### src/rtl/bde_pkg.sv
package bde_pkg;

    localparam int DEPTH     = 16;
    localparam int WORD_BITS = 32;
    localparam int READ_MAX  = 16;

    localparam int IDX_W = (DEPTH > 1) ? $clog2(DEPTH) : 1;
    localparam int CNT_W = $clog2(DEPTH + 1);

    localparam int MODE_W   = 3;
    localparam int VALUE_W  = 32;
    localparam int COUNT_W  = 5;
    localparam int STATUS_W = 2;

    // command codes
    localparam logic [MODE_W-1:0] MODE_PUSH_FRONT = 3'd0;
    localparam logic [MODE_W-1:0] MODE_PUSH_BACK  = 3'd1;
    localparam logic [MODE_W-1:0] MODE_POP_FRONT  = 3'd2;
    localparam logic [MODE_W-1:0] MODE_POP_BACK   = 3'd3;
    localparam logic [MODE_W-1:0] MODE_CLEAR      = 3'd4;
    localparam logic [MODE_W-1:0] MODE_REMOVE     = 3'd5;
    localparam logic [MODE_W-1:0] MODE_READ_FRONT = 3'd6;
    localparam logic [MODE_W-1:0] MODE_READ_BACK  = 3'd7;

    // status codes
    localparam logic [STATUS_W-1:0] ST_OK    = 2'd0;
    localparam logic [STATUS_W-1:0] ST_FULL  = 2'd1;
    localparam logic [STATUS_W-1:0] ST_EMPTY = 2'd2;

    typedef logic [IDX_W-1:0]     idx_t;
    typedef logic [CNT_W-1:0]     cnt_t;
    typedef logic [WORD_BITS-1:0] word_t;

    // request to the shared slot / compare unit
    typedef struct packed {
        idx_t  base;
        idx_t  offset;
        word_t cmp_a;
        word_t cmp_b;
    } unit_req_t;

    typedef struct packed {
        idx_t slot;
        logic equal;
    } unit_res_t;

endpackage

### src/rtl/bde_cmd_if.sv
interface bde_cmd_if
    import bde_pkg::*;
();
    logic                       valid;
    logic                       ready;
    logic [MODE_W-1:0]          mode;
    logic signed [VALUE_W-1:0]  value;
    logic [COUNT_W-1:0]         count;

    modport source (output valid, output mode, output value, output count, input ready);
    modport sink   (input valid, input mode, input value, input count, output ready);
endinterface

### src/rtl/bde_rsp_if.sv
interface bde_rsp_if
    import bde_pkg::*;
();
    logic                       valid;
    logic                       ready;
    logic signed [VALUE_W-1:0]  item_value;
    logic                       last;
    logic [STATUS_W-1:0]        status;

    modport source (output valid, output item_value, output last, output status, input ready);
    modport sink   (input valid, input item_value, input last, input status, output ready);
endinterface

### src/rtl/bde_unit.sv
module bde_unit
    import bde_pkg::*;
(
    input  unit_req_t req,
    output unit_res_t res
);

    logic [IDX_W:0] sum;

    // circular slot: base plus offset, folded once since both are below depth
    always_comb
    begin
        sum = {1'b0, req.base} + {1'b0, req.offset};
        if (sum >= (IDX_W + 1)'(DEPTH))
        begin
            sum = sum - (IDX_W + 1)'(DEPTH);
        end
        res.slot  = sum[IDX_W-1:0];
        res.equal = (req.cmp_a == req.cmp_b);
    end

endmodule

### src/rtl/bounded_deque_engine.sv
// bounded double-ended queue of signed words, held in a circular store
//
// cmd channel: one transaction carries mode, value and count. ready is high
// only while the engine is idle; each command is worked through to the end
// before the next one is taken
// rsp channel: one transaction per result; item_value, last and status.
// every command gives one result, a read gives min(count, fill, 16) results
// with last set on the final one (one result when the store is empty or
// count is zero)
// timing: push, clear and the full/empty cases give their result from the
// execute step, a pop and each read result take a store read first, and a
// value removal reads and writes back each entry; the store and the shared
// slot unit are used once per step
// reset: head and fill go to zero, no result pending; the store itself is
// not cleared, only written positions are ever read
// stall: results sit in an output register; while the receiver holds ready
// low the sequencer waits at the step that produces the next result
module bounded_deque_engine
    import bde_pkg::*;
(
    input  logic      clk,
    input  logic      rst_n,
    bde_cmd_if.sink   cmd,
    bde_rsp_if.source rsp
);

    localparam int STATE_W = 3;
    localparam logic [STATE_W-1:0] S_IDLE    = 3'd0;
    localparam logic [STATE_W-1:0] S_EXEC    = 3'd1;
    localparam logic [STATE_W-1:0] S_POP_OUT = 3'd2;
    localparam logic [STATE_W-1:0] S_RM_RD   = 3'd3;
    localparam logic [STATE_W-1:0] S_RM_WR   = 3'd4;
    localparam logic [STATE_W-1:0] S_RD_ADDR = 3'd5;
    localparam logic [STATE_W-1:0] S_RD_OUT  = 3'd6;

    // control state
    logic [STATE_W-1:0] state_reg, state_next;
    idx_t               head_reg, head_next;
    cnt_t               fill_reg, fill_next;
    cnt_t               idx_reg, idx_next;     // walk position
    cnt_t               kept_reg, kept_next;   // entries kept during removal
    cnt_t               n_reg, n_next;         // results to give for a read
    logic               rsp_valid_reg, rsp_valid_next;

    // payload registers
    logic [MODE_W-1:0]         mode_reg;
    word_t                     word_reg;
    logic [COUNT_W-1:0]        count_reg;
    word_t                     rd_data_reg;
    logic signed [VALUE_W-1:0] item_reg, item_next;
    logic                      last_reg, last_next;
    logic [STATUS_W-1:0]       status_reg, status_next;

    // entry store
    word_t store_mem [DEPTH];
    logic  mem_we;
    idx_t  mem_wa;
    word_t mem_wd;
    logic  mem_re;
    idx_t  mem_ra;

    unit_req_t unit_req;
    unit_res_t unit_res;

    logic    accept;
    logic    out_free;
    logic    emit;
    logic    front;
    cnt_t    lim;
    cnt_t    n_calc;

    bde_unit u_unit (
        .req (unit_req),
        .res (unit_res)
    );

    assign accept   = cmd.valid && cmd.ready;
    assign out_free = !rsp_valid_reg || rsp.ready;

    assign cmd.ready      = (state_reg == S_IDLE);
    assign rsp.valid      = rsp_valid_reg;
    assign rsp.item_value = item_reg;
    assign rsp.last       = last_reg;
    assign rsp.status     = status_reg;

    // number of entries a read gives: min(count, fill, READ_MAX)
    always_comb
    begin
        if (32'(fill_reg) < 32'(READ_MAX))
        begin
            lim = fill_reg;
        end
        else
        begin
            lim = CNT_W'(READ_MAX);
        end
        if (32'(count_reg) < 32'(lim))
        begin
            n_calc = CNT_W'(count_reg);
        end
        else
        begin
            n_calc = lim;
        end
    end

    always_comb
    begin
        state_next     = state_reg;
        head_next      = head_reg;
        fill_next      = fill_reg;
        idx_next       = idx_reg;
        kept_next      = kept_reg;
        n_next         = n_reg;
        emit           = 1'b0;
        item_next      = '0;
        last_next      = 1'b1;
        status_next    = ST_OK;
        mem_we         = 1'b0;
        mem_wa         = unit_res.slot;
        mem_wd         = word_reg;
        mem_re         = 1'b0;
        mem_ra         = unit_res.slot;
        front          = (mode_reg == MODE_PUSH_FRONT) || (mode_reg == MODE_POP_FRONT)
                         || (mode_reg == MODE_READ_FRONT);
        unit_req.base  = head_reg;
        unit_req.offset = '0;
        unit_req.cmp_a = rd_data_reg;
        unit_req.cmp_b = word_reg;

        case (state_reg)
            S_IDLE:
            begin
                if (accept)
                begin
                    state_next = S_EXEC;
                end
            end

            S_EXEC:
            begin
                case (mode_reg)
                    MODE_PUSH_FRONT, MODE_PUSH_BACK:
                    begin
                        if (front)
                        begin
                            unit_req.offset = IDX_W'(DEPTH - 1);
                        end
                        else
                        begin
                            unit_req.offset = IDX_W'(fill_reg);
                        end
                        if (out_free)
                        begin
                            emit       = 1'b1;
                            state_next = S_IDLE;
                            if (32'(fill_reg) >= 32'(DEPTH))
                            begin
                                status_next = ST_FULL;
                            end
                            else
                            begin
                                mem_we    = 1'b1;
                                fill_next = fill_reg + 1'b1;
                                if (front)
                                begin
                                    head_next = unit_res.slot;
                                end
                            end
                        end
                    end

                    MODE_POP_FRONT, MODE_POP_BACK:
                    begin
                        if (fill_reg == '0)
                        begin
                            if (out_free)
                            begin
                                emit        = 1'b1;
                                status_next = ST_EMPTY;
                                state_next  = S_IDLE;
                            end
                        end
                        else
                        begin
                            // front: read at head, unit gives the new head
                            mem_re = 1'b1;
                            if (front)
                            begin
                                unit_req.offset = IDX_W'(1);
                                mem_ra          = head_reg;
                                head_next       = unit_res.slot;
                            end
                            else
                            begin
                                unit_req.offset = IDX_W'(fill_reg - 1'b1);
                            end
                            fill_next  = fill_reg - 1'b1;
                            state_next = S_POP_OUT;
                        end
                    end

                    MODE_CLEAR:
                    begin
                        if (out_free)
                        begin
                            emit       = 1'b1;
                            fill_next  = '0;
                            head_next  = '0;
                            state_next = S_IDLE;
                        end
                    end

                    MODE_REMOVE:
                    begin
                        idx_next   = '0;
                        kept_next  = '0;
                        state_next = S_RM_RD;
                    end

                    default:
                    begin
                        // the two read modes
                        if (fill_reg == '0 || n_calc == '0)
                        begin
                            if (out_free)
                            begin
                                emit        = 1'b1;
                                status_next = (fill_reg == '0) ? ST_EMPTY : ST_OK;
                                state_next  = S_IDLE;
                            end
                        end
                        else
                        begin
                            n_next     = n_calc;
                            idx_next   = '0;
                            state_next = S_RD_ADDR;
                        end
                    end
                endcase
            end

            S_POP_OUT:
            begin
                if (out_free)
                begin
                    emit       = 1'b1;
                    item_next  = VALUE_W'(rd_data_reg);
                    state_next = S_IDLE;
                end
            end

            S_RM_RD:
            begin
                if (idx_reg == fill_reg)
                begin
                    if (out_free)
                    begin
                        emit       = 1'b1;
                        fill_next  = kept_reg;
                        state_next = S_IDLE;
                    end
                end
                else
                begin
                    unit_req.offset = IDX_W'(idx_reg);
                    mem_re          = 1'b1;
                    state_next      = S_RM_WR;
                end
            end

            S_RM_WR:
            begin
                // keep the entry unless it matches, packed toward the front
                unit_req.offset = IDX_W'(kept_reg);
                mem_wd          = rd_data_reg;
                if (!unit_res.equal)
                begin
                    mem_we    = 1'b1;
                    kept_next = kept_reg + 1'b1;
                end
                idx_next   = idx_reg + 1'b1;
                state_next = S_RM_RD;
            end

            S_RD_ADDR:
            begin
                if (front)
                begin
                    unit_req.offset = IDX_W'(idx_reg);
                end
                else
                begin
                    unit_req.offset = IDX_W'(fill_reg - 1'b1 - idx_reg);
                end
                mem_re     = 1'b1;
                state_next = S_RD_OUT;
            end

            S_RD_OUT:
            begin
                if (out_free)
                begin
                    emit      = 1'b1;
                    item_next = VALUE_W'(rd_data_reg);
                    last_next = (idx_reg + 1'b1 == n_reg);
                    idx_next  = idx_reg + 1'b1;
                    if (idx_reg + 1'b1 == n_reg)
                    begin
                        state_next = S_IDLE;
                    end
                    else
                    begin
                        state_next = S_RD_ADDR;
                    end
                end
            end

            default:
            begin
                state_next = S_IDLE;
            end
        endcase

        // output register: load on a new result, drop once taken
        if (emit)
        begin
            rsp_valid_next = 1'b1;
        end
        else if (rsp.ready)
        begin
            rsp_valid_next = 1'b0;
        end
        else
        begin
            rsp_valid_next = rsp_valid_reg;
        end
    end

    always_ff @(posedge clk or negedge rst_n)
    begin
        if (!rst_n)
        begin
            state_reg     <= S_IDLE;
            head_reg      <= '0;
            fill_reg      <= '0;
            idx_reg       <= '0;
            kept_reg      <= '0;
            n_reg         <= '0;
            rsp_valid_reg <= 1'b0;
        end
        else
        begin
            state_reg     <= state_next;
            head_reg      <= head_next;
            fill_reg      <= fill_next;
            idx_reg       <= idx_next;
            kept_reg      <= kept_next;
            n_reg         <= n_next;
            rsp_valid_reg <= rsp_valid_next;
        end
    end

    // command capture, result payload and store port
    always_ff @(posedge clk)
    begin
        if (accept)
        begin
            mode_reg  <= cmd.mode;
            word_reg  <= WORD_BITS'(cmd.value);
            count_reg <= cmd.count;
        end
        if (emit)
        begin
            item_reg   <= item_next;
            last_reg   <= last_next;
            status_reg <= status_next;
        end
        if (mem_we)
        begin
            store_mem[mem_wa] <= mem_wd;
        end
        if (mem_re)
        begin
            rd_data_reg <= store_mem[mem_ra];
        end
    end

endmodule
### src/flat_wrapper.sv
// flat-port wrapper written by rule: the top's interface ports become plain ports
module bounded_deque_engine_flat import bde_pkg::*;
  (clk, rst_n, cmd_valid, cmd_mode, cmd_value, cmd_count, cmd_ready, rsp_valid, rsp_item_value, rsp_last, rsp_status, rsp_ready);
  bde_cmd_if cmd_i ();
  bde_rsp_if rsp_i ();
  input  logic clk;
  input  logic rst_n;
  input wire logic [$bits(cmd_i.valid)-1:0] cmd_valid;
  input wire logic [$bits(cmd_i.mode)-1:0] cmd_mode;
  input wire logic [$bits(cmd_i.value)-1:0] cmd_value;
  input wire logic [$bits(cmd_i.count)-1:0] cmd_count;
  output wire logic [$bits(cmd_i.ready)-1:0] cmd_ready;
  output wire logic [$bits(rsp_i.valid)-1:0] rsp_valid;
  output wire logic [$bits(rsp_i.item_value)-1:0] rsp_item_value;
  output wire logic [$bits(rsp_i.last)-1:0] rsp_last;
  output wire logic [$bits(rsp_i.status)-1:0] rsp_status;
  input wire logic [$bits(rsp_i.ready)-1:0] rsp_ready;
  assign cmd_i.valid = cmd_valid;
  assign cmd_i.mode = cmd_mode;
  assign cmd_i.value = cmd_value;
  assign cmd_i.count = cmd_count;
  assign cmd_ready = cmd_i.ready;
  assign rsp_valid = rsp_i.valid;
  assign rsp_item_value = rsp_i.item_value;
  assign rsp_last = rsp_i.last;
  assign rsp_status = rsp_i.status;
  assign rsp_i.ready = rsp_ready;
  bounded_deque_engine u_core (.clk(clk), .rst_n(rst_n), .cmd(cmd_i), .rsp(rsp_i));
endmodule
### config.mk
export PLATFORM = sky130hd
export DESIGN_NAME = bounded_deque_engine_flat
export DESIGN_NICKNAME = d
export VERILOG_FILES = /design/src/rtl/bde_pkg.sv /design/src/rtl/bde_cmd_if.sv /design/src/rtl/bde_rsp_if.sv /design/src/rtl/bde_unit.sv /design/src/rtl/bounded_deque_engine.sv /design/src/flat_wrapper.sv
export SDC_FILE = /design/constraint.sdc
export NUM_CORES = 1
export LEC_CHECK = 0
export BUFFER_PORTS_ARGS = -buffer_cell sky130_fd_sc_hd__buf_2
export CAP_MARGIN = 10
export CORE_ASPECT_RATIO = 1.5
export CORE_MARGIN = 1
export CORE_UTILIZATION = 40
export DETAILED_ROUTE_END_ITERATION = 8
export PLACE_DENSITY_LB_ADDON = 0.12
export SKIP_LAST_GASP = 1
export SLEW_MARGIN = 30
export SYNTH_ARGS = -nofsm -noshare
export SYNTH_HDL_FRONTEND = slang
export SYNTH_HIERARCHICAL = 1
export SYNTH_SLANG_ARGS = --single-unit
export TNS_END_PERCENT = 100
### constraint.sdc
create_clock -name clk -period 9.3 [get_ports clk]
set_input_delay 1.86 -clock clk [delete_from_list [all_inputs] [get_ports clk]]
set_output_delay 1.86 -clock clk [all_outputs]
set_load 0.1 [all_outputs]
==> results_dict.tcl <==
set metrics [dict create \
    grt.total_usage_pct 25.2 \
    synth_cells 2215 \
    dpl_worst_slack_ns 3.15 \
    critical_path.cell_chain "inv_1 -> ha_1 -> xor2_1 -> ha_1 -> a21oi_1 -> xor2_1 -> nor2_1 -> xnor2_1 -> o311ai_0 -> xor2_1 -> xnor2_2 -> buf_4 -> nand2b_1 -> nor3_1 -> a21oi_4 -> a21oi_1 -> or4_1" \
    nNetsFinal 2317 \
    n_antenna_cell 0 \
    regMostFlops "u_core/store_mem" \
    row_count 121 \
    crit_path_end_kind "register" \
    clk_pin_slew_worst_paths_ns 0.06 \
    grt-ovfl-total 0 \
    layout_commonest_cell "edfxtp_1" \
    dieWidth_um 224 \
    holdBufCountCts 0 \
    cp.required_ns 9.63 \
    cp.arrival_ns 6.57 \
    final_layout_size_suffix_gt1_share_pct 15.5 \
    start_util_pct 40.6 \
    numCtsBuffers 67 \
    worstSetupStartpointType "register" \
    firstDrtPassIters 5 \
    synthesis.nets 2276 \
    ant_nets 0 \
    area_delta_synth_final_pct 12.3 \
    fmax_ghz 0.160 \
    hold_viol 0 \
    setup_viol 0 \
    synthArstFlopShare_pct 4.33 \
    cts.repair.resized 0 \
    grt_pass1_wl_um 136000 \
    largest_register_ffs 512 \
    core_um2 73000 \
    rsz0062_at_grt "false" \
    synth_cell_type_count 70 \
    synth_edf_count 619 \
    grt_max_degree 125 \
    netlist_area_um2 29600 \
    clk_latency_ns 0.62 \
    outcome "completed" \
    drc 0 \
    fin_util_pct 45.6 \
    cp_max_fo 43 \
    place.gp.congestion 0.895 \
    most-common-layout-cells "edfxtp_1, nand2_1, a21oi_1" \
    grt_pass1_vias 19800 \
    min_path_type "reg -> reg" \
    num_vias 19500 \
    fin_crit_sh_pct 67.0 \
    htreeDepth 3 \
    yosysSeqAreaShare_pct 65.1 \
    dp_hpwl_um 59400 \
    ys_ff_latch 647 \
    top_level_ports 81 \
    tightest_slew_ns 1.05 \
    synthFlopType "edfxtp_1" \
    clockRootBuffer "clkbuf_16" \
    setup_ws_ns 3.07 \
    maxSlewHeadroom_pct 29.6 \
    skew_ns 0.0256 \
    final_max_slew_viol_count 0 \
    antenna_found_initial 0 \
    synth_area_per_cell_um2 13.4 \
    routed_via_density 5.94 \
    cpMaxStageDelayCell "a21oi_4" \
    die_h_um 335 \
    cts_buffer_depth 3 \
    whs_ns 0.552 \
    portBuffers 80 \
    wl_per_cell_um 28.8 \
    cts_sinks 647 \
    maxCapViolations 0 \
    cts_setup_buffers 0 \
    cts_tree "done" \
    die_area_um2 75200 \
    ys_warn_count 6 \
    path_common_cell "xor2_1" \
    drt_iter0_markers 1595 \
    fin_tns_setup_ns 0 \
    critPathKind "reg -> reg" \
    drt-total-wl_um 94600 \
    critical_path.max_stage_delay_ns 0.75 \
    period_needed_ns 6.23 \
]
area by class of cell:
cell class	count	area, µm²
fill	6585	39700
sequential	647	19300
multi-input combinational	1371	9780
clock buffer	89	1820
tap	984	1230
timing repair buffer	133	886
clock inverter	26	146
inverter	36	135
routing by layer:
layer	vias up	track usage, %	routed length [µm]
met5	-	0	0
met4	0	14.6	5490
met3	216	2.79	3810
met2	667	46.4	50800
met1	10100	27.9	34400
li1	8584	-	-
cell families after synthesis:
| group | after synthesis | synth area share (%) |
|---|---|---|
| adders and majority gates | 17 | 0.768 |
| AOI/OAI and AO/OA | 481 | 10.5 |
| and+or+nand+nor | 564 | 8.86 |
| DFF | 647 | 65.1 |
| xor gates and xnor gates | 56 | 1.65 |
| buffers and inverters | 197 | 2.89 |
| muxes | 253 | 10.3 |
synth_stat cells, types with 6 or more instances:
library cell  count  share of area [%]
xnor2_1          11               0.33
buf_2            46               0.78
nor2b_1           8               0.17
o21ai_0          52               0.88
nor2_1           93                1.2
and2_1           20               0.42
nand2_1         250                3.2
a221oi_2         11               0.56
or4_1            20               0.51
a31oi_1          23               0.49
or3_1            14               0.30
a221o_1          16               0.54
and3_1           33               0.70
mux2_2           48                1.8
a21oi_1         217                3.7
nand3_1          52               0.88
a21boi_0          7               0.18
a41oi_1          19               0.56
a211oi_1         40                1.0
edfxtp_1        619                 63
nor4_1           13               0.27
clkbuf_1         89                1.1
a311oi_1         13               0.38
inv_1            31               0.39
ha_1             15               0.63
buf_1            16               0.20
buf_6             6               0.23
mux4_2           36                2.7
o22ai_1          21               0.44
mux2i_1         168                5.7
a2111oi_0         6               0.18
nand4_1           6               0.13
a221oi_1         22               0.65
nor3_1           36               0.61
xor2_1           45                1.3
dfrtp_1          28                2.4
nand2b_1          9               0.19
final timing paths:
kind                                         start                     end  slack [ns]  cells after the start
worst max-delay path            u_core/fill_reg[0]  u_core/rd_data_reg[22]        3.07                     17
worst min-delay path               u_core/n_reg[3]         u_core/n_reg[3]        0.55                      1
worst max register to register  u_core/fill_reg[0]  u_core/rd_data_reg[22]        3.07                     17
worst min register to register     u_core/n_reg[3]         u_core/n_reg[3]        0.55                      1
max in group asynchronous                    rst_n      u_core/head_reg[0]        7.44                      1
min in group asynchronous                    rst_n        u_core/rsp.valid        1.31                      1
through the flow:
stage               instance area (µm²)  instances
floorplan                         29600       2215
global placement                  31200       3166
detailed placement                31300       3171
CTS                               33300       3286
global route                      33300       3286
finish                            33300       3286
worst max-delay path, delay by kind of cell (launching register included):
kind / cells / cell delay (ns)
compound gates: 4 / 1.74
fa+ha+maj: 2 / 0.67
buf+inv: 2 / 0.50
xor+xnor: 5 / 0.92
flops: 1 / 0.61
simple gates: 4 / 1.47
Power is not shown: default switching activity piles up to over one toggle a cycle in this logic, so the estimate is an artifact.
